[src/rtl/raster_shape_fill_engine_defines.svh]
// assertion macros used by the shape fill engine sequencer
`ifndef RASTER_SHAPE_FILL_ENGINE_DEFINES_SVH
`define RASTER_SHAPE_FILL_ENGINE_DEFINES_SVH

`ifndef SYNTHESIS
`define RSFE_ASSERT_IMP(name, clk, rstn, ante, cons) \
	name: assert property (@(posedge clk) disable iff (!rstn) (ante) |-> (cons)) \
		else $error("rsfe assertion failed");
`define RSFE_ASSERT_NXT(name, clk, rstn, ante, cons) \
	name: assert property (@(posedge clk) disable iff (!rstn) (ante) |=> (cons)) \
		else $error("rsfe assertion failed");
`else
`define RSFE_ASSERT_IMP(name, clk, rstn, ante, cons)
`define RSFE_ASSERT_NXT(name, clk, rstn, ante, cons)
`endif

`endif

[src/rtl/rsfe_pkg.sv]
// shared types, constants and helper functions of the shape fill engine
package rsfe_pkg;

	localparam int COLS    = 128;
	localparam int ROWS    = 64;
	localparam int COL_W   = (COLS > 1) ? $clog2(COLS) : 1;
	localparam int ROW_W   = (ROWS > 1) ? $clog2(ROWS) : 1;
	localparam int DEPTH   = COLS * ROWS;
	localparam int ADDR_W  = (DEPTH > 1) ? $clog2(DEPTH) : 1;
	localparam int PIX_W   = 8;
	localparam int GLYPH_W = 7;
	localparam int COORD_W = 18;
	localparam int SQ_W    = 32;
	localparam int RAD_W   = 12;
	localparam int LIM_W   = 2 * RAD_W - 8;

	localparam logic [GLYPH_W-1:0] GLYPH_SPACE = 7'd32;
	localparam logic [GLYPH_W-1:0] GLYPH_DOT   = 7'd46;
	localparam logic [GLYPH_W-1:0] GLYPH_COLON = 7'd58;
	localparam logic [GLYPH_W-1:0] GLYPH_EQ    = 7'd61;
	localparam logic [GLYPH_W-1:0] GLYPH_QUEST = 7'd63;
	localparam logic [GLYPH_W-1:0] GLYPH_PCT   = 7'd37;
	localparam logic [GLYPH_W-1:0] GLYPH_H     = 7'd72;
	localparam logic [GLYPH_W-1:0] GLYPH_AT    = 7'd64;

	typedef enum logic [2:0] {
		CMD_FILL  = 3'd0,
		CMD_POINT = 3'd1,
		CMD_HLINE = 3'd2,
		CMD_VLINE = 3'd3,
		CMD_RECT  = 3'd4,
		CMD_DISC  = 3'd5,
		CMD_READ  = 3'd6
	} cmd_t;

	typedef enum logic [3:0] {
		ST_IDLE,
		ST_FILL,
		ST_SETUP,
		ST_LIM,
		ST_LIM_LD,
		ST_ROW_DY,
		ST_ROW_DX,
		ST_ROW_LD,
		ST_SCAN,
		ST_READ,
		ST_RESULT
	} state_t;

	typedef struct packed {
		logic              en;
		logic [ADDR_W-1:0] addr;
		logic [PIX_W-1:0]  data;
	} fb_wr_t;

	typedef struct packed {
		logic              en;
		logic [ADDR_W-1:0] addr;
	} fb_rd_t;

	typedef struct packed {
		logic load;
		logic off;
	} res_req_t;

	function automatic logic [COL_W-1:0] clamp_col(input logic signed [COORD_W-1:0] v);
		if (v < 0)
			return '0;
		else if (v > COORD_W'(COLS - 1))
			return COL_W'(COLS - 1);
		else
			return v[COL_W-1:0];
	endfunction

	function automatic logic [ROW_W-1:0] clamp_row(input logic signed [COORD_W-1:0] v);
		if (v < 0)
			return '0;
		else if (v > COORD_W'(ROWS - 1))
			return ROW_W'(ROWS - 1);
		else
			return v[ROW_W-1:0];
	endfunction

	function automatic logic on_canvas(input logic signed [COORD_W-1:0] x,
		input logic signed [COORD_W-1:0] y);
		return (x >= 0) && (x < COORD_W'(COLS)) && (y >= 0) && (y < COORD_W'(ROWS));
	endfunction

	function automatic logic [ADDR_W-1:0] pix_addr(input logic [ROW_W-1:0] y,
		input logic [COL_W-1:0] x);
		return ADDR_W'(ADDR_W'(y) * ADDR_W'(COLS) + ADDR_W'(x));
	endfunction

	function automatic logic [GLYPH_W-1:0] ramp_glyph(input logic [PIX_W-1:0] v);
		logic [GLYPH_W-1:0] g;
		case (v[7:5])
			3'd0:    g = GLYPH_SPACE;
			3'd1:    g = GLYPH_DOT;
			3'd2:    g = GLYPH_COLON;
			3'd3:    g = GLYPH_EQ;
			3'd4:    g = GLYPH_QUEST;
			3'd5:    g = GLYPH_PCT;
			3'd6:    g = GLYPH_H;
			default: g = GLYPH_AT;
		endcase
		return g;
	endfunction

endpackage

[src/rtl/rsfe_sq_unit.sv]
// shared squaring unit with registered product
module rsfe_sq_unit (
	input  logic                                clk,
	input  logic signed [rsfe_pkg::COORD_W-1:0] op,
	output logic [rsfe_pkg::SQ_W-1:0]           sq_q
);

	logic signed [2*rsfe_pkg::COORD_W-1:0] prod;

	assign prod = op * op;

	always_ff @(posedge clk) begin
		sq_q <= prod[rsfe_pkg::SQ_W-1:0];
	end

endmodule

[config.mk]
export PLATFORM = sky130hd
export DESIGN_NAME = rsfe_sq_unit
export DESIGN_NICKNAME = d
export VERILOG_FILES = /design/src/rtl/raster_shape_fill_engine_defines.svh /design/src/rtl/rsfe_pkg.sv /design/src/rtl/rsfe_sq_unit.sv
export SDC_FILE = /design/constraint.sdc
export NUM_CORES = 1
export LEC_CHECK = 0
export BUFFER_PORTS_ARGS = -buffer_cell sky130_fd_sc_hd__buf_4
export CORE_AREA = 2 2 149 151
export CTS_CLUSTER_DIAMETER = 30
export DETAILED_ROUTE_END_ITERATION = 12
export DIE_AREA = 0 0 151 153
export GPL_TIMING_DRIVEN = 0
export PLACE_DENSITY_LB_ADDON = 0.3
export SYNTH_ARGS = -nofsm -noshare
export SYNTH_HDL_FRONTEND = slang
export SYNTH_SLANG_ARGS = --single-unit
[constraint.sdc]
create_clock -name clk -period 7.8 [get_ports clk]
set_input_delay 0.78 -clock clk [delete_from_list [all_inputs] [get_ports clk]]
set_output_delay 0.78 -clock clk [all_outputs]
set_load 0.02 [all_outputs]
* Yosys cells after proc, flatten, opt, wreduce, memory -nomap -nowiden
Index checks and enable logic that the tools add are counted.
** Operators by class
- Multiply operators :: 1
** Operators by type and width (count)
- 18-bit by 18-bit multiplier with 32-bit output :: 1
** Word-level totals
- Register bits after elaboration :: 32
- Output and inout bits :: 32

* Logic depth before layout (Yosys ltp)
- Depth in word-level cells :: 1
- Depth in mapped cells :: 24

* Worst setup path after synthesis
OpenSTA, ideal clock, no wires.
- Path kind :: input port to flip-flop
- Start point :: in op[3] (netlist name)
- End point :: reg sq_q[30] (netlist name)
- Setup time :: 0.119 ns
- Data arrival time :: 6.158 ns
- Required time :: 7.681 ns
- Path slack :: 1.524 ns
- Stages :: 21
- Buffers on the path :: 2
- Path through :: clkbuf_1 > clkbuf_1 > nand2_1 > inv_1 > fa_1 > fa_1 > inv_1 > fa_1 > fa_1 > inv_1 > fa_1 > inv_1 > fa_1 > inv_1 > ha_1 > or2_2 > a21oi_1 > nor2b_1 > a21o_1 > a41o_1 > xor2_1
** On the way
- Word-level cells in the longest chain between the ends :: 1
** Ends and longest elaborated chain
- start, declared :: line rsfe_sq_unit.sv:4 : input logic signed [rsfe_pkg::COORD_W-1:0] op,
- 18-bit by 18-bit multiplier with 32-bit output :: line rsfe_sq_unit.sv:10 : assign prod = op * op;
- net prod, one bit :: line rsfe_sq_unit.sv:8 : logic signed [2*rsfe_pkg::COORD_W-1:0] prod;
- end signal, assigned :: line rsfe_sq_unit.sv:13 : sq_q <= prod[rsfe_pkg::SQ_W-1:0];
- end, declared :: line rsfe_sq_unit.sv:5 : output logic [rsfe_pkg::SQ_W-1:0] sq_q
The timed path passes the listed nets, and every way through them passes these cells.

* Worst setup path after layout
- Start point :: in op[12] (netlist name)
- End point :: reg sq_q[31] (netlist name)
Same word-level chain as after synthesis.

==> flow_metrics.py <==
metrics = {
    "timing": {
        "worst_hold_slack_ns": 0.674,
        "grt_setup_unrepaired": "no",
        "worst_pin_slew_ns": 0.777,
        "finalHoldViolCount": 0,
        "slew_headroom_pct": 47.6,
        "final-max-slew-violation-count": 0,
        "period_needed_ns": 7.18,
        "setup_viol_count_final": 0,
        "fin_setup_tns_ns": 0,
        "max_clock_freq_ghz": 0.139,
        "min_period_over_period_pct": 92.1,
    },
    "drt": {
        "route.detailed.vias_per_inst": 4.87,
        "route.vias.total": 7240,
        "initialDrtViolationCount": 319,
        "post_drt_wl_per_cell_microns": 15.1,
        "route.detailed.drc": 0,
        "drtPass1Iterations": 5,
        "finalWirelength_microns": 22500,
        "final_antenna_net_count": 0,
    },
    "floorplan": {
        "floorplan.initialDensity_pct": 49.5,
        "top_level_ports": 51,
        "dieWidth_microns": 151,
        "placement_rows": 54,
        "floorplan.core_area_sq_mm": 0.0215,
        "die_h_microns": 153,
        "fp.dieArea_sq_mm": 0.0231,
    },
    "grt": {
        "first_global_vias": 7872,
        "antenna_found_initial": 0,
        "grt_usage_pct": 21.7,
        "grt-ovfl-total": 0,
        "largest_net_degree_at_the_start_of_global_routing": 12,
        "grt_pass1_wl_microns": 38600,
    },
    "placed_design": {
        "gpl.final_weighted_congestion": 0.881,
        "port-buffer-count": 46,
        "placedInstanceArea_sq_mm": 0.0113,
        "place_hpwl_microns": 19500,
    },
    "layout": {
        "diodes": 0,
        "largest_register_ffs": 31,
        "layout_top_registers": "sq_q (31)",
        "post_route_cells_drive_above_1_share_pct": 5.13,
        "final_core_util_pct": 53.4,
        "finalNetCount": 1588,
        "largest-register": "sq_q",
        "finished_layout_cell_area_sq_mm": 0.0115,
        "syn2layout_area_growth_pct": 7.83,
    },
    "synth": {
        "yosysMostFrequentCell": "sky130_fd_sc_hd__inv_1",
        "yosys_warns": 0,
        "synth_enable_flop_cells": 0,
        "synth.top_cells.by_count": "407 x sky130_fd_sc_hd__inv_1, 267 x sky130_fd_sc_hd__fa_1, 110 x sky130_fd_sc_hd__nand2_1",
        "postSynth.asyncResetShare_pct": 0,
        "synth.lib_cells_used.distinct": 46,
        "synth.net_count": 1535,
        "netlist.area_leader.share_pct": 50.3,
        "synth-seq-area-share_pct": 5.83,
        "synth_top_area_cell": "sky130_fd_sc_hd__fa_1",
        "synth_ff_type": "sky130_fd_sc_hd__dfxtp_1",
        "synthesis.area_sq_mm": 0.0106,
        "syn-instance-count": 1154,
        "leading_post_synthesis_cells_by_cell_area": "sky130_fd_sc_hd__fa_1 50%, sky130_fd_sc_hd__inv_1 14%, sky130_fd_sc_hd__ha_1 11%",
        "postSynthAreaPerCell_sq_um": 9.22,
        "synth.ff_latch_count": 31,
    },
    "worst_setup_path": {
        "critPathRequiredTime_ns": 8.03,
        "worst_setup_path_end_kind": "register",
        "worst_path_dominant_cell_family": "adder cells",
        "critical_path.most_common_cell": "sky130_fd_sc_hd__fa_1",
        "critical-path-max-stage-delay_ns": 0.62,
        "worst-path-buf-inv": 6,
        "cp-start-kind": "input pin",
        "cpMaxStageDelayCell": "sky130_fd_sc_hd__clkbuf_1",
        "type_of_the_setup_path_with_the_least_slack": "in2reg",
        "worst_ep_arrival_time_ns": 7.41,
        "timing.critical_path.cells": "buf_4, clkbuf_1, clkbuf_1, nand2_1, fa_1, fa_1, inv_1, fa_1, fa_1, fa_1, inv_1, fa_1, inv_1, ha_1, nand2_1, o21ai_0, a311oi_1, nand2_1, a21oi_1, o31ai_1, xnor2_1",
        "timing.critical_path.fanout_max": 10,
        "cp_num_cells": 21,
    },
    "clock_network": {
        "numCtsBuffers": 5,
        "cts.reportedPaths.clkPinSlew_ns": 0.07,
        "cts-resized-gates": 0,
        "hold_buffers": 0,
        "clock_sinks": 31,
        "clock_tree.root_cell": "sky130_fd_sc_hd__clkbuf_16",
        "ctsHtreeMaxLevel": 2,
        "cts_tree": "yes",
        "max-clock-path-buffers": 2,
        "post_cts.repair.setup_buffers": 0,
    },
    "min_path": {
        "holdPathEnd": "sq_q[0]",
        "hp-start": "op[0]",
        "min_delay_path_depth": 1,
        "worst_hold_path_type": "in2reg",
    },
    "flow_run": {
        "count_of_max_cap_constraint_violations": 0,
    },
    "run_status": {
        "run_status": "finished clean",
    },
}
-- how the worst max path moves through the flow --
stage / startpoint / to / slack [ns]
after floorplan: op[3] / sq_q[30] / 1.52
after global placement: op[12] / sq_q[31] / 0.53
after detailed placement: op[12] / sq_q[31] / 0.46
after CTS: op[12] / sq_q[31] / 0.74
after global routing: op[12] / sq_q[31] / 0.30
final: op[12] / sq_q[31] / 0.62
-- kinds of logic after synthesis --
family	synth area share (%)
flip-flops	5.83
XOR/XNOR	3.71
multiplexers	0.294
other	0.0353
buffers and inverters	15.4
adder cells (fa/ha/maj)	61.4
AND/OR/NAND/NOR	8.96
AO/OA/AOI/OAI	4.32
-- per-layer routing --
| metal | GRT usage (%) | wire, microns | vias up |
|---|---|---|---|
| li1 | - | - | 3354 |
| met1 | 28.9 | 9280 | 3641 |
| met2 | 37.0 | 11400 | 202 |
| met3 | 2.48 | 1170 | 43 |
| met4 | 7.12 | 659 | 0 |
| met5 | 0 | 0 | - |
-- cell type report --
cell class	count	area [sq um]
Tap cell	280	350
Buffer	29	113
Clock inverter	1	5.00
Inverter	407	1530
Sequential cell	31	621
Clock buffer	7	133
Fill cell	2006	10000
Multi-Input combinational cell	687	8380
Timing Repair Buffer	46	345
-- placed cells by master (no fill, tap or decap), types with 2 or more instances in the layout --
cell                        instances
sky130_fd_sc_hd__xnor2_1           33
sky130_fd_sc_hd__nand2_1          110
sky130_fd_sc_hd__xor2_1            12
sky130_fd_sc_hd__a21o_1             7
sky130_fd_sc_hd__nor3_1             3
sky130_fd_sc_hd__nand2b_1           5
sky130_fd_sc_hd__o21a_1             4
sky130_fd_sc_hd__buf_1              2
sky130_fd_sc_hd__o21ai_0            6
sky130_fd_sc_hd__and2_1            45
sky130_fd_sc_hd__a211oi_1           4
sky130_fd_sc_hd__a21oi_2            2
sky130_fd_sc_hd__inv_1            407
sky130_fd_sc_hd__nor2_1            26
sky130_fd_sc_hd__nand3_1            4
sky130_fd_sc_hd__fa_1             267
sky130_fd_sc_hd__clkbuf_1          28
sky130_fd_sc_hd__mux2i_1            2
sky130_fd_sc_hd__nor2b_1            5
sky130_fd_sc_hd__ha_1              95
sky130_fd_sc_hd__nand4_1            2
sky130_fd_sc_hd__o31ai_1            2
sky130_fd_sc_hd__or2_2              4
sky130_fd_sc_hd__and3_1             2
sky130_fd_sc_hd__a21oi_1           23
sky130_fd_sc_hd__dfxtp_1           31
sky130_fd_sc_hd__buf_4             47
sky130_fd_sc_hd__clkbuf_16          5
sky130_fd_sc_hd__a211o_1            3
sky130_fd_sc_hd__o21ai_1            4
-- metrics by stage --
| step | setup WS [ns] | cells |
|---|---|---|
| floorplan | 1.52 | 1154 |
| global placement | 0.528 | 1480 |
| detailed placement | 0.455 | 1480 |
| CTS | 0.739 | 1488 |
| global route | 0.299 | 1488 |
| finish | 0.615 | 1488 |
Power is left out: the tool's default activity adds up to more than one toggle a clock period on the data nets, which glitch-free logic cannot reach.
