--- src/rtl/raster_shape_fill_engine_defines.svh ---
// assertion macros used by the shape fill engine sequencer
`ifndef RASTER_SHAPE_FILL_ENGINE_DEFINES_SVH
`define RASTER_SHAPE_FILL_ENGINE_DEFINES_SVH

`ifndef SYNTHESIS
`define RSFE_ASSERT_IMP(name, clk, rstn, ante, cons) \
	name: assert property (@(posedge clk) disable iff (!rstn) (ante) |-> (cons)) \
		else $error("rsfe assertion failed");
`define RSFE_ASSERT_NXT(name, clk, rstn, ante, cons) \
	name: assert property (@(posedge clk) disable iff (!rstn) (ante) |=> (cons)) \
		else $error("rsfe assertion failed");
`else
`define RSFE_ASSERT_IMP(name, clk, rstn, ante, cons)
`define RSFE_ASSERT_NXT(name, clk, rstn, ante, cons)
`endif

`endif

--- src/rtl/rsfe_pkg.sv ---
// shared types, constants and helper functions of the shape fill engine
package rsfe_pkg;

	localparam int COLS    = 128;
	localparam int ROWS    = 64;
	localparam int COL_W   = (COLS > 1) ? $clog2(COLS) : 1;
	localparam int ROW_W   = (ROWS > 1) ? $clog2(ROWS) : 1;
	localparam int DEPTH   = COLS * ROWS;
	localparam int ADDR_W  = (DEPTH > 1) ? $clog2(DEPTH) : 1;
	localparam int PIX_W   = 8;
	localparam int GLYPH_W = 7;
	localparam int COORD_W = 18;
	localparam int SQ_W    = 32;
	localparam int RAD_W   = 12;
	localparam int LIM_W   = 2 * RAD_W - 8;

	localparam logic [GLYPH_W-1:0] GLYPH_SPACE = 7'd32;
	localparam logic [GLYPH_W-1:0] GLYPH_DOT   = 7'd46;
	localparam logic [GLYPH_W-1:0] GLYPH_COLON = 7'd58;
	localparam logic [GLYPH_W-1:0] GLYPH_EQ    = 7'd61;
	localparam logic [GLYPH_W-1:0] GLYPH_QUEST = 7'd63;
	localparam logic [GLYPH_W-1:0] GLYPH_PCT   = 7'd37;
	localparam logic [GLYPH_W-1:0] GLYPH_H     = 7'd72;
	localparam logic [GLYPH_W-1:0] GLYPH_AT    = 7'd64;

	typedef enum logic [2:0] {
		CMD_FILL  = 3'd0,
		CMD_POINT = 3'd1,
		CMD_HLINE = 3'd2,
		CMD_VLINE = 3'd3,
		CMD_RECT  = 3'd4,
		CMD_DISC  = 3'd5,
		CMD_READ  = 3'd6
	} cmd_t;

	typedef enum logic [3:0] {
		ST_IDLE,
		ST_FILL,
		ST_SETUP,
		ST_LIM,
		ST_LIM_LD,
		ST_ROW_DY,
		ST_ROW_DX,
		ST_ROW_LD,
		ST_SCAN,
		ST_READ,
		ST_RESULT
	} state_t;

	typedef struct packed {
		logic              en;
		logic [ADDR_W-1:0] addr;
		logic [PIX_W-1:0]  data;
	} fb_wr_t;

	typedef struct packed {
		logic              en;
		logic [ADDR_W-1:0] addr;
	} fb_rd_t;

	typedef struct packed {
		logic load;
		logic off;
	} res_req_t;

	function automatic logic [COL_W-1:0] clamp_col(input logic signed [COORD_W-1:0] v);
		if (v < 0)
			return '0;
		else if (v > COORD_W'(COLS - 1))
			return COL_W'(COLS - 1);
		else
			return v[COL_W-1:0];
	endfunction

	function automatic logic [ROW_W-1:0] clamp_row(input logic signed [COORD_W-1:0] v);
		if (v < 0)
			return '0;
		else if (v > COORD_W'(ROWS - 1))
			return ROW_W'(ROWS - 1);
		else
			return v[ROW_W-1:0];
	endfunction

	function automatic logic on_canvas(input logic signed [COORD_W-1:0] x,
		input logic signed [COORD_W-1:0] y);
		return (x >= 0) && (x < COORD_W'(COLS)) && (y >= 0) && (y < COORD_W'(ROWS));
	endfunction

	function automatic logic [ADDR_W-1:0] pix_addr(input logic [ROW_W-1:0] y,
		input logic [COL_W-1:0] x);
		return ADDR_W'(ADDR_W'(y) * ADDR_W'(COLS) + ADDR_W'(x));
	endfunction

	function automatic logic [GLYPH_W-1:0] ramp_glyph(input logic [PIX_W-1:0] v);
		logic [GLYPH_W-1:0] g;
		case (v[7:5])
			3'd0:    g = GLYPH_SPACE;
			3'd1:    g = GLYPH_DOT;
			3'd2:    g = GLYPH_COLON;
			3'd3:    g = GLYPH_EQ;
			3'd4:    g = GLYPH_QUEST;
			3'd5:    g = GLYPH_PCT;
			3'd6:    g = GLYPH_H;
			default: g = GLYPH_AT;
		endcase
		return g;
	endfunction

endpackage

--- src/rtl/rsfe_if.sv ---
// request and result channel interfaces of the shape fill engine
interface rsfe_cmd_if;
	logic               valid;
	logic               ready;
	logic [2:0]         cmd;
	logic signed [15:0] x_first;
	logic signed [15:0] x_second;
	logic signed [15:0] y_first;
	logic signed [15:0] y_second;
	logic [11:0]        radius_q4;
	logic [7:0]         shade;

	modport source (output valid, cmd, x_first, x_second, y_first, y_second, radius_q4, shade,
		input ready);
	modport sink (input valid, cmd, x_first, x_second, y_first, y_second, radius_q4, shade,
		output ready);
endinterface


--- src/rtl/rsfe_scan_seq.sv ---
// command sequencer: store sweep, box scan with disc test, pixel read
`include "raster_shape_fill_engine_defines.svh"

module rsfe_scan_seq (
	input  logic                                clk,
	input  logic                                arst_n,
	rsfe_cmd_if.sink                            req,
	output rsfe_pkg::fb_wr_t                    wr,
	output rsfe_pkg::fb_rd_t                    rd,
	output rsfe_pkg::res_req_t                  res_req,
	input  logic                                res_free,
	output logic signed [rsfe_pkg::COORD_W-1:0] sq_op,
	input  logic [rsfe_pkg::SQ_W-1:0]           sq_res
);

	rsfe_pkg::state_t state_q, state_d;
	rsfe_pkg::cmd_t   cmd_q;

	logic [rsfe_pkg::ADDR_W-1:0] addr_q;
	logic [rsfe_pkg::PIX_W-1:0]  shade_q;
	logic signed [15:0]          xa_q, xb_q, ya_q, yb_q;
	logic [rsfe_pkg::RAD_W-1:0]  r_q;
	logic [rsfe_pkg::COL_W-1:0]  x_q, x0_q, x1_q;
	logic [rsfe_pkg::ROW_W-1:0]  y_q, y1_q;
	logic                        off_q;
	logic [rsfe_pkg::LIM_W-1:0]  lim_q;
	logic [rsfe_pkg::SQ_W-1:0]   dx2_q, dy2_q;

	logic signed [rsfe_pkg::COORD_W-1:0] xa_s, xb_s, ya_s, yb_s, ext_s;
	logic signed [rsfe_pkg::COORD_W-1:0] bx0, bx1, by0, by1;
	logic signed [rsfe_pkg::COORD_W-1:0] dx, dy;
	logic [rsfe_pkg::RAD_W:0]            rsum;
	logic [rsfe_pkg::COL_W-1:0]          cx0, cx1;
	logic [rsfe_pkg::ROW_W-1:0]          cy0, cy1;
	logic                                empty, on_cv, is_disc, covered, row_end, box_end;
	logic signed [rsfe_pkg::SQ_W+1:0]    dx2_nx;
	logic [rsfe_pkg::SQ_W:0]             dsum;
	logic                                fill_acc, fill_begun, in_box;

	assign xa_s    = rsfe_pkg::COORD_W'(xa_q);
	assign xb_s    = rsfe_pkg::COORD_W'(xb_q);
	assign ya_s    = rsfe_pkg::COORD_W'(ya_q);
	assign yb_s    = rsfe_pkg::COORD_W'(yb_q);
	assign rsum    = (rsfe_pkg::RAD_W+1)'(r_q) + (rsfe_pkg::RAD_W+1)'(15);
	assign ext_s   = rsfe_pkg::COORD_W'($signed({1'b0, rsum[rsfe_pkg::RAD_W:4]}));
	assign is_disc = (cmd_q == rsfe_pkg::CMD_DISC);

	always_comb begin
		bx0 = xa_s;
		bx1 = xa_s;
		by0 = ya_s;
		by1 = ya_s;
		case (cmd_q)
			rsfe_pkg::CMD_HLINE: begin
				bx1 = xb_s;
			end
			rsfe_pkg::CMD_VLINE: begin
				by1 = yb_s;
			end
			rsfe_pkg::CMD_RECT: begin
				bx1 = xb_s;
				by1 = yb_s;
			end
			rsfe_pkg::CMD_DISC: begin
				bx0 = xa_s - ext_s;
				bx1 = xa_s + ext_s;
				by0 = ya_s - ext_s;
				by1 = ya_s + ext_s;
			end
			default: begin
			end
		endcase
	end

	assign cx0   = rsfe_pkg::clamp_col(bx0);
	assign cx1   = rsfe_pkg::clamp_col(bx1);
	assign cy0   = rsfe_pkg::clamp_row(by0);
	assign cy1   = rsfe_pkg::clamp_row(by1);
	assign empty = (cx0 > cx1) || (cy0 > cy1);
	assign on_cv = rsfe_pkg::on_canvas(xa_s, ya_s);

	assign dx      = rsfe_pkg::COORD_W'($signed({1'b0, x_q})) - xa_s;
	assign dy      = rsfe_pkg::COORD_W'($signed({1'b0, y_q})) - ya_s;
	assign dsum    = (rsfe_pkg::SQ_W+1)'(dx2_q) + (rsfe_pkg::SQ_W+1)'(dy2_q);
	assign covered = !is_disc || (dsum <= (rsfe_pkg::SQ_W+1)'(lim_q));
	assign dx2_nx  = $signed({2'b00, dx2_q}) + ((rsfe_pkg::SQ_W+2)'(dx) <<< 1)
		+ (rsfe_pkg::SQ_W+2)'(1);
	assign row_end = (x_q == x1_q);
	assign box_end = row_end && (y_q == y1_q);

	// next state
	always_comb begin
		state_d = state_q;
		case (state_q)
			rsfe_pkg::ST_IDLE: begin
				if (req.valid) begin
					if (rsfe_pkg::cmd_t'(req.cmd) == rsfe_pkg::CMD_FILL)
						state_d = rsfe_pkg::ST_FILL;
					else if (req.cmd inside {rsfe_pkg::CMD_POINT, rsfe_pkg::CMD_HLINE,
						rsfe_pkg::CMD_VLINE, rsfe_pkg::CMD_RECT, rsfe_pkg::CMD_DISC,
						rsfe_pkg::CMD_READ})
						state_d = rsfe_pkg::ST_SETUP;
				end
			end
			rsfe_pkg::ST_FILL: begin
				if (addr_q == rsfe_pkg::ADDR_W'(rsfe_pkg::DEPTH - 1))
					state_d = rsfe_pkg::ST_IDLE;
			end
			rsfe_pkg::ST_SETUP: begin
				case (cmd_q)
					rsfe_pkg::CMD_POINT: state_d = on_cv ? rsfe_pkg::ST_SCAN : rsfe_pkg::ST_IDLE;
					rsfe_pkg::CMD_READ:  state_d = on_cv ? rsfe_pkg::ST_READ : rsfe_pkg::ST_RESULT;
					rsfe_pkg::CMD_DISC:  state_d = rsfe_pkg::ST_LIM;
					rsfe_pkg::CMD_HLINE, rsfe_pkg::CMD_VLINE, rsfe_pkg::CMD_RECT:
						state_d = empty ? rsfe_pkg::ST_IDLE : rsfe_pkg::ST_SCAN;
					default: state_d = rsfe_pkg::ST_IDLE;
				endcase
			end
			rsfe_pkg::ST_LIM:    state_d = rsfe_pkg::ST_LIM_LD;
			rsfe_pkg::ST_LIM_LD: state_d = rsfe_pkg::ST_ROW_DY;
			rsfe_pkg::ST_ROW_DY: state_d = rsfe_pkg::ST_ROW_DX;
			rsfe_pkg::ST_ROW_DX: state_d = rsfe_pkg::ST_ROW_LD;
			rsfe_pkg::ST_ROW_LD: state_d = rsfe_pkg::ST_SCAN;
			rsfe_pkg::ST_SCAN: begin
				if (box_end)
					state_d = rsfe_pkg::ST_IDLE;
				else if (row_end && is_disc)
					state_d = rsfe_pkg::ST_ROW_DY;
			end
			rsfe_pkg::ST_READ: state_d = rsfe_pkg::ST_RESULT;
			rsfe_pkg::ST_RESULT: begin
				if (res_free)
					state_d = rsfe_pkg::ST_IDLE;
			end
			default: state_d = rsfe_pkg::ST_IDLE;
		endcase
	end

	// outputs
	always_comb begin
		req.ready    = (state_q == rsfe_pkg::ST_IDLE);
		wr.en        = 1'b0;
		wr.addr      = rsfe_pkg::pix_addr(y_q, x_q);
		wr.data      = shade_q;
		rd.en        = (state_q == rsfe_pkg::ST_READ);
		rd.addr      = rsfe_pkg::pix_addr(y_q, x_q);
		res_req.load = (state_q == rsfe_pkg::ST_RESULT);
		res_req.off  = off_q;
		sq_op        = '0;
		case (state_q)
			rsfe_pkg::ST_FILL: begin
				wr.en   = 1'b1;
				wr.addr = addr_q;
			end
			rsfe_pkg::ST_SCAN:   wr.en = covered;
			rsfe_pkg::ST_LIM:    sq_op = rsfe_pkg::COORD_W'($signed({1'b0, r_q}));
			rsfe_pkg::ST_ROW_DY: sq_op = dy;
			rsfe_pkg::ST_ROW_DX: sq_op = dx;
			default: begin
			end
		endcase
	end

	// reset clears the store through the fill sweep with shade zero
	always_ff @(posedge clk or negedge arst_n) begin
		if (!arst_n) begin
			state_q <= rsfe_pkg::ST_FILL;
			addr_q  <= '0;
			shade_q <= '0;
		end else begin
			state_q <= state_d;
			if (state_q == rsfe_pkg::ST_IDLE && req.valid) begin
				addr_q  <= '0;
				shade_q <= req.shade;
			end else if (state_q == rsfe_pkg::ST_FILL) begin
				addr_q <= addr_q + rsfe_pkg::ADDR_W'(1);
			end
		end
	end

	always_ff @(posedge clk) begin
		case (state_q)
			rsfe_pkg::ST_IDLE: begin
				if (req.valid) begin
					cmd_q <= rsfe_pkg::cmd_t'(req.cmd);
					xa_q  <= req.x_first;
					xb_q  <= req.x_second;
					ya_q  <= req.y_first;
					yb_q  <= req.y_second;
					r_q   <= req.radius_q4;
				end
			end
			rsfe_pkg::ST_SETUP: begin
				x_q   <= cx0;
				x0_q  <= cx0;
				x1_q  <= cx1;
				y_q   <= cy0;
				y1_q  <= cy1;
				off_q <= !on_cv;
			end
			rsfe_pkg::ST_LIM_LD: lim_q <= sq_res[2*rsfe_pkg::RAD_W-1:8];
			rsfe_pkg::ST_ROW_DX: dy2_q <= sq_res;
			rsfe_pkg::ST_ROW_LD: dx2_q <= sq_res;
			rsfe_pkg::ST_SCAN: begin
				dx2_q <= dx2_nx[rsfe_pkg::SQ_W-1:0];
				if (row_end) begin
					x_q <= x0_q;
					y_q <= y_q + rsfe_pkg::ROW_W'(1);
				end else begin
					x_q <= x_q + rsfe_pkg::COL_W'(1);
				end
			end
			default: begin
			end
		endcase
	end

	assign fill_acc   = req.valid && req.ready && (req.cmd == rsfe_pkg::CMD_FILL);
	assign fill_begun = (state_q == rsfe_pkg::ST_FILL) && (addr_q == '0);
	assign in_box     = (x_q >= x0_q) && (x_q <= x1_q) && (y_q <= y1_q);

	`RSFE_ASSERT_IMP(a_idle_no_write, clk, arst_n, state_q == rsfe_pkg::ST_IDLE, !wr.en)
	`RSFE_ASSERT_NXT(a_fill_starts, clk, arst_n, fill_acc, fill_begun)
	`RSFE_ASSERT_IMP(a_scan_in_box, clk, arst_n, state_q == rsfe_pkg::ST_SCAN, in_box)
	`RSFE_ASSERT_NXT(a_read_then_result, clk, arst_n, rd.en, state_q == rsfe_pkg::ST_RESULT)

endmodule

--- src/flat_wrapper.sv ---
// flat-port wrapper written by rule: the top's interface ports become plain ports
module rsfe_scan_seq_flat 
  (clk, arst_n, wr, rd, res_req, res_free, sq_op, sq_res, req_valid, req_cmd, req_x_first, req_x_second, req_y_first, req_y_second, req_radius_q4, req_shade, req_ready);
  rsfe_cmd_if req_i ();
  input  logic clk;
  input  logic arst_n;
  output rsfe_pkg::fb_wr_t wr;
  output rsfe_pkg::fb_rd_t rd;
  output rsfe_pkg::res_req_t res_req;
  input  logic res_free;
  output logic signed [rsfe_pkg::COORD_W-1:0] sq_op;
  input  logic [rsfe_pkg::SQ_W-1:0] sq_res;
  input wire logic [$bits(req_i.valid)-1:0] req_valid;
  input wire logic [$bits(req_i.cmd)-1:0] req_cmd;
  input wire logic [$bits(req_i.x_first)-1:0] req_x_first;
  input wire logic [$bits(req_i.x_second)-1:0] req_x_second;
  input wire logic [$bits(req_i.y_first)-1:0] req_y_first;
  input wire logic [$bits(req_i.y_second)-1:0] req_y_second;
  input wire logic [$bits(req_i.radius_q4)-1:0] req_radius_q4;
  input wire logic [$bits(req_i.shade)-1:0] req_shade;
  output wire logic [$bits(req_i.ready)-1:0] req_ready;
  assign req_i.valid = req_valid;
  assign req_i.cmd = req_cmd;
  assign req_i.x_first = req_x_first;
  assign req_i.x_second = req_x_second;
  assign req_i.y_first = req_y_first;
  assign req_i.y_second = req_y_second;
  assign req_i.radius_q4 = req_radius_q4;
  assign req_i.shade = req_shade;
  assign req_ready = req_i.ready;
  rsfe_scan_seq u_core (.clk(clk), .arst_n(arst_n), .req(req_i), .wr(wr), .rd(rd), .res_req(res_req), .res_free(res_free), .sq_op(sq_op), .sq_res(sq_res));
endmodule
--- config.mk ---
export PLATFORM = sky130hd
export DESIGN_NAME = rsfe_scan_seq_flat
export DESIGN_NICKNAME = d
export VERILOG_FILES = /design/src/rtl/rsfe_pkg.sv /design/src/rtl/rsfe_if.sv /design/src/rtl/rsfe_scan_seq.sv /design/src/flat_wrapper.sv
export VERILOG_INCLUDE_DIRS = /design/src /design/src/rtl
export SDC_FILE = /design/constraint.sdc
export NUM_CORES = 1
export LEC_CHECK = 0
export BUFFER_PORTS_ARGS = -buffer_cell sky130_fd_sc_hd__buf_2
export CAP_MARGIN = 40
export CELL_PAD_IN_SITES_DETAIL_PLACEMENT = 0
export CELL_PAD_IN_SITES_GLOBAL_PLACEMENT = 1
export CORE_MARGIN = 4
export CORE_UTILIZATION = 40
export CTS_CLUSTER_DIAMETER = 150
export DETAILED_ROUTE_END_ITERATION = 7
export PLACE_DENSITY = 0.68
export SLEW_MARGIN = 20
export SYNTH_ARGS = -nofsm -noshare
export SYNTH_HDL_FRONTEND = slang
export SYNTH_SLANG_ARGS = --single-unit
--- constraint.sdc ---
create_clock -name clk -period 6.9 [get_ports clk]
set_input_delay 0.69 -clock clk [delete_from_list [all_inputs] [get_ports clk]]
set_output_delay 0.69 -clock clk [all_outputs]
set_load 0.02 [all_outputs]
Yosys cells after proc, flatten, opt, wreduce, memory -nomap -nowiden. Index checks and enable logic that the tools add are counted. Widths: inputs -> output; s select.

Register bits: 218. Bits in writable memories: 0. Bits in read-only memories: 0. Word-level logic and storage cells: 134. Memories kept: 0. Latch bits: 0. Bits of input ports: 123.

$mul: 0. $lt $le $gt $ge: 15. Shifts and indexed selects: 0. Add/sub/neg operators: 14. Reductions and logical operators: 22. Divide/modulo/power cells: 0. Muxes and demuxes: 34. Eq/ne operators: 31. Bitwise gates (word level): 0.

Operators with widths (number): $lt 18x1->1 const B (4); $pmux 18 s2 (2); $pmux 32 s2 (1); $pmux 18 s3 (1); $pmux 4 s11 (1); $mux 13 (3); $gt 18x7->1 const B (2); $gt 18x8->1 const B (2); $mux 18 (2); $mux 4 (9); $mux 7 (5); $add 16x10->17 (2); $sub 16x10->17 (2); $add 32x32->33 (1); $le 33x16->1 (1); $add 32x18->32 (1); $add 32x2->32 const B (1); $ge 16x1->1 const B (2); $mux 6 (5); $eq 3x3->1 const B (6); $sub 7x16->17 (1); $sub 8x16->17 (1); $eq 4x3->1 const B (4); $lt 16x8->1 const B (1); other kinds (35) (56).

Depth between registers and ports, before layout.
Depth after elaboration: 11. Mapped depth: 29.

Worst setup path before layout. Ideal clock, no wire load.

Kind: register to register. Start: reg u_core.r_q[2] (netlist bit). End: reg u_core.state_q[3]. Setup slack: 1.316 ns. Setup time: 0.083 ns. Stages on the path, launching flop included: 27. Data arrival time: 5.501 ns. Required time: 6.817 ns. Cell sequence: edfxtp_1 -> or4_1 -> and2_1 -> clkbuf_1 -> xor2_1 -> ha_1 -> a21o_1 -> a21o_1 -> a21o_1 -> a21o_1 -> a21oi_1 -> o21bai_1 -> xnor2_1 -> a2111o_1 -> or2_2 -> o31ai_1 -> ha_1 -> nor2b_1 -> o21a_1 -> o21a_1 -> o21a_1 -> o21a_1 -> o21a_1 -> o22ai_1 -> a31o_2 -> a21oi_1 -> o21ai_0.

Word-level cells in the longest chain between the ends: 11. Elaborated cells between the ends (all ways): 31.

Ends and longest elaborated chain: from (decl) (RTL line rsfe_scan_seq.sv:22) `logic [rsfe_pkg::RAD_W-1:0] r_q;`; from (signal assigned) (RTL line rsfe_scan_seq.sv:190) `r_q <= req.radius_q4;`; $add 12x4->13 (*) (RTL line rsfe_scan_seq.sv:44) `assign rsum = (rsfe_pkg::RAD_W+1)'(r_q) + (rsfe_pkg::RAD_W+1)'(15);`; $add 16x10->17, or another cell as far along (RTL line rsfe_scan_seq.sv:66) `bx1 = xa_s + ext_s;`; $pmux 18 s2 or $mux 18 (tied branches) (RTL line rsfe_scan_seq.sv:53) `case (cmd_q)`; $gt 18x8->1 or $gt 18x7->1 (tied branches) (RTL line rsfe_pkg.sv:69, rsfe_pkg.sv:78); $mux 7 or $mux 6 (tied branches) (RTL line rsfe_pkg.sv:69, rsfe_pkg.sv:78); $mux 7 or $mux 6 (tied branches) (RTL line rsfe_pkg.sv:67, rsfe_pkg.sv:76); $gt 7x7->1 or $gt 6x6->1 (tied branches) (RTL line rsfe_scan_seq.sv:79) `assign empty = (cx0 > cx1) || (cy0 > cy1);`; $logic_or 1x1->1 (*) (RTL line rsfe_scan_seq.sv:79); $mux 4 (*) (RTL line rsfe_scan_seq.sv:115) `state_d = empty ? rsfe_pkg::ST_IDLE : rsfe_pkg::ST_SCAN;`; $pmux 4 s4 (*) (RTL line rsfe_scan_seq.sv:110) `case (cmd_q)`; $pmux 4 s11 (*) (RTL line rsfe_scan_seq.sv:94) `case (state_q)`; to (signal assigned) (RTL line rsfe_scan_seq.sv:167) `state_q <= rsfe_pkg::ST_FILL;`; to (signal assigned) (RTL line rsfe_scan_seq.sv:171) `state_q <= state_d;`; to (decl) (RTL line rsfe_scan_seq.sv:16) `rsfe_pkg::state_t state_q, state_d;`.

Mark *: on every way between the ends. The rest lies on a longest branch, timed or not. A chain may end at the register's enable or synchronous reset.

Worst setup path in the final report.
Start: reg u_core.r_q[2] (netlist bit). End: reg u_core.state_q[3].

Word-level cells in the longest chain between the ends: 11. Elaborated cells between the ends (all ways): 31.

Ends and longest elaborated chain: $add 12x4->13 (*) (RTL line rsfe_scan_seq.sv:44); $sub 16x10->17 (*) (RTL line rsfe_scan_seq.sv:65) `bx0 = xa_s - ext_s;`; $mux 18 (*) (RTL line rsfe_scan_seq.sv:53); $gt 18x8->1 (RTL line rsfe_pkg.sv:69) `else if (v > COORD_W'(COLS - 1))`; $mux 7 (RTL line rsfe_pkg.sv:69); $mux 7 (*) (RTL line rsfe_pkg.sv:67) `if (v < 0)`; net u_core.cx0 (one bit) (RTL line rsfe_scan_seq.sv:33) `logic [rsfe_pkg::COL_W-1:0] cx0, cx1;`; $gt 7x7->1 (*) (RTL line rsfe_scan_seq.sv:79); $logic_or 1x1->1 (*) (RTL line rsfe_scan_seq.sv:79); $mux 4 (*) (RTL line rsfe_scan_seq.sv:115); $pmux 4 s4 (*) (RTL line rsfe_scan_seq.sv:110); $pmux 4 s11 (*) (RTL line rsfe_scan_seq.sv:94).

The timed path passes the listed nets; every way through them passes the cells marked *.

==> metrics.md <==
| Metric | Value |
|---|---|
| Status | `finished, final reports clean` |
| Ant diodes | `0` |
| Final setup fails | `0` |
| Largest cells by area after synthesis | `edfxtp_1 36%, ha_1 11%, xnor2_1 4.2%` |
| Tcrit/Tclk final | `93.2%` |
| Multi-input gate area | `9260 um2` |
| Post-synth EDFFs | `193` |
| Vias per std cell | `5.64` |
| Hold Crit Class | `in2async` |
| Largest net degree at the start of global routing | `73` |
| Post-CTS setup buffer count | `0` |
| CTS root buffer | `clkbuf_16` |
| PostCTS Resize Cnt | `0` |
| Clock latency on the worst-skew pair | `0.58 ns` |
| H-Tree Depth | `1` |
| Peak supply drop | `245 uV` |
| CTS Hold Bufs | `0` |
| GRT overflow | `0` |
| Area leader, netlist | `edfxtp_1` |
| DP HPWL | `39400 um` |
| Sw Pwr | `3.36 mW` |
| Die area | `43900 um2` |
| Placed inst area | `17700 um2` |
| Leak | `7.68 nW` |
| Routed Antenna Nets | `0` |
| # nets final | `2112` |
| Vias | `13400` |
| Die Wd | `209 um` |
| CTS buffer count | `27` |
| IO Port Bufs | `179` |
| Syn Area/Cell | `9.76 um2` |
| Post-synth top area share | `35.7%` |
| Cell Area, Synth | `16200 um2` |
| Final count of pins violating max slew | `0` |
| Setup crit end kind | `flip-flop` |
| Sw Share | `44.0%` |
| DRT iter0 DRCs | `996` |
| Final Util | `46.6%` |
| Seq/Total Area, Yosys | `39.6%` |
| Worst Tran Pin Value | `0.923 ns` |
| Tmin final | `6.43 ns` |
| Initial DRT Pass Iterations | `6` |
| Avg WL per Cell | `20.6 um` |
| Vias in the first global route | `13300` |
| Maximum clock frequency | `155 MHz` |
| Setup crit start kind | `flip-flop` |
| YS warnings | `0` |
| Clock network power share | `18.1%` |
| Internal power | `4.27 mW` |
| First-pass GRT wire length | `75900 um` |
| GPL Wtd Cong | `0.927` |
| Max Cap Viol | `0` |
| RR Endpoint | `u_core.state_q[3]$_DFFE_PN0P_` |
| Max-slew headroom | `38.4%` |
| IO Count | `180` |
| #FFs+latches synth | `218` |
| Data arrival, critical path | `6.93 ns` |
| Hold Fails Final Rpt | `0` |
| CP Data Required Time | `7.40 ns` |
| Post-synth top flop | `edfxtp_1` |
| Syn-to-layout area delta | `14.7%` |
| Core area | `39900 um2` |
| Cell Pwr Density | `410 nW/um2` |
| Crit path kind | `reg2reg` |
| Ys async rst share | `11.5%` |
| Seq pwr share | `28.6%` |
| Mapped Cells | `1664` |
| Worst-path clk slew | `0.06 ns` |
| DRC | `0` |
| Die height | `209 um` |
| Rows | `73` |
| Storage element area | `6420 um2` |
| Gr usage total | `21.8%` |
| FF-to-FF Start | `u_core.r_q[2]$_DFFE_PP_` |
| Synth cell count leaders | `193 x edfxtp_1, 146 x ha_1, 124 x nand2_1` |
| Post-Syn Nets | `1941` |
| Routed wire length | `49100 um` |
| Antenna violations before repair | `1` |
| Synth cell types | `88` |
| Setup TNS Final | `0 ns` |
| Reg-to-reg slack, setup | `0.47 ns` |
| Worst Reg-to-Reg Cells | `24` |
| Critical path peak fanout | `5` |
| Share of layout cells above drive strength 1 | `16.9%` |
| RSZ-0062 raised after global routing | `no` |
| Clk_skew | `0.0263 ns` |
| Final Cell Area | `18600 um2` |
| Clk buf depth | `3` |
| Clock tree sinks | `218` |
| Starting density of the core | `40.7%` |
| TritonCTS clock tree | `built` |
| Count leader, synth | `edfxtp_1` |
| Combinational Power Share | `53.4%` |
| Fillers | `3802` |
[cells by family after synthesis]
| family | after synthesis | synth area share (%) |
|---|---|---|
| adder cells (fa/ha/maj) | 154 | 12.2 |
| XOR/XNOR | 132 | 7.12 |
| buffers and inverters | 153 | 3.60 |
| AND/OR/NAND/NOR | 471 | 14.2 |
| AO/OA/AOI/OAI | 501 | 20.9 |
| multiplexers | 35 | 2.40 |
| flip-flops | 218 | 39.6 |
[critical path, cell delays in order (launching register included)]
cell and delay [ns]:
edfxtp_1 0.39, or4_1 0.57, and2_1 0.24, xor2_1 0.51, inv_1 0.27, fa_1 0.50
nand2b_1 0.09, a21oi_1 0.08, o21bai_1 0.17, a21oi_1 0.14, o211ai_1 0.32, or4bb_1 0.52
o211ai_1 0.13, o211ai_1 0.28, a311oi_1 0.52, nor2_1 0.11, ha_1 0.32, o21a_1 0.11
o21a_1 0.16, o21a_1 0.16, o21a_1 0.16, o22ai_1 0.20, a31o_2 0.19, a21oi_1 0.06
o21ai_0 0.16
[flip-flops by register name, indices dropped and copies added (netlist names)]
register and cells:
u_core.ya_q 16, u_core.x_q 7, u_core.shade_q 8, u_core.x0_q 7
u_core.off_q 1, u_core.yb_q 16, u_core.state_q 4, u_core.dy2_q 32
u_core.xb_q 16, u_core.x1_q 7, u_core.cmd_q 3, u_core.lim_q 16
u_core.addr_q 13, u_core.dx2_q 32, u_core.y1_q 6, u_core.xa_q 16
u_core.r_q 12, u_core.y_q 6
[cell type report]
type                       instances  area share, %
clock buffer                      32           3.73
clock inverter                    18          0.847
inverter                          96           1.94
multi-input combinational       1293           49.7
sequential                       218           34.5
tap                              525           3.53
timing repair buffer             199           5.73
[power by group through the flow]
stage          logic, mW  registers, mW  clock network (mW)
2_1_floorplan       2.97           2.11                   0
3_3_place_gp        4.02           2.20                   0
3_5_place_dp        4.05           2.21                   0
4_1_cts             4.07           2.19                1.42
5_1_grt             4.53           2.22                1.48
6_report            4.07           2.18                1.38
[cell usage in the layout, fill, tap and decap left out, drive strengths merged, types with 30 or more instances in the layout]
cell	count
xnor2	77
clkbuf	32
buf	199
nor2	122
nor3	43
ha	146
a21o	55
o21ai	115
inv	96
nand3	30
a21oi	111
nand2	124
edfxtp	193
xor2	55
[worst max-delay path by stage]
stage	start	endpoint	slack (ns)
finish	u_core.r_q[2]$_DFFE_PP_	u_core.state_q[3]$_DFFE_PN0P_	0.47
global route	u_core.r_q[3]$_DFFE_PP_	u_core.state_q[3]$_DFFE_PN0P_	0.01
CTS	u_core.r_q[2]$_DFFE_PP_	u_core.state_q[3]$_DFFE_PN0P_	0.55
detailed placement	u_core.r_q[2]$_DFFE_PP_	u_core.state_q[3]$_DFFE_PN0P_	0.58
global placement	u_core.r_q[2]$_DFFE_PP_	u_core.state_q[3]$_DFFE_PN0P_	0.89
floorplan	u_core.r_q[2]$_DFFE_PP_	u_core.state_q[3]$_DFFE_PN0P_	1.32
[metrics by stage]
| step | cells | worst slack (ns) | power (mW) | hold WS (ns) |
|---|---|---|---|---|
| 5_1_grt | 2381 | 0.0145 | 8.23 | 0.147 |
| 4_1_cts | 2378 | 0.554 | 7.67 | 0.118 |
| 3_5_place_dp | 2328 | 0.576 | 6.26 | 0.491 |
| 6_report | 2381 | 0.467 | 7.63 | 0.112 |
| 3_3_place_gp | 2328 | 0.894 | 6.22 | 0.484 |
| 2_1_floorplan | 1664 | 1.32 | 5.08 | 0.394 |
[per-layer routing]
layer  vias up  global-route usage, %  routed length, um
li1       6595                      -                  -
met3        69                   3.03               2390
met1      6383                   28.3              21400
met5         -                      0                  0
met2       373                   38.0              23900
met4         0                   6.53               1430
(Power assumes the default switching activity.)
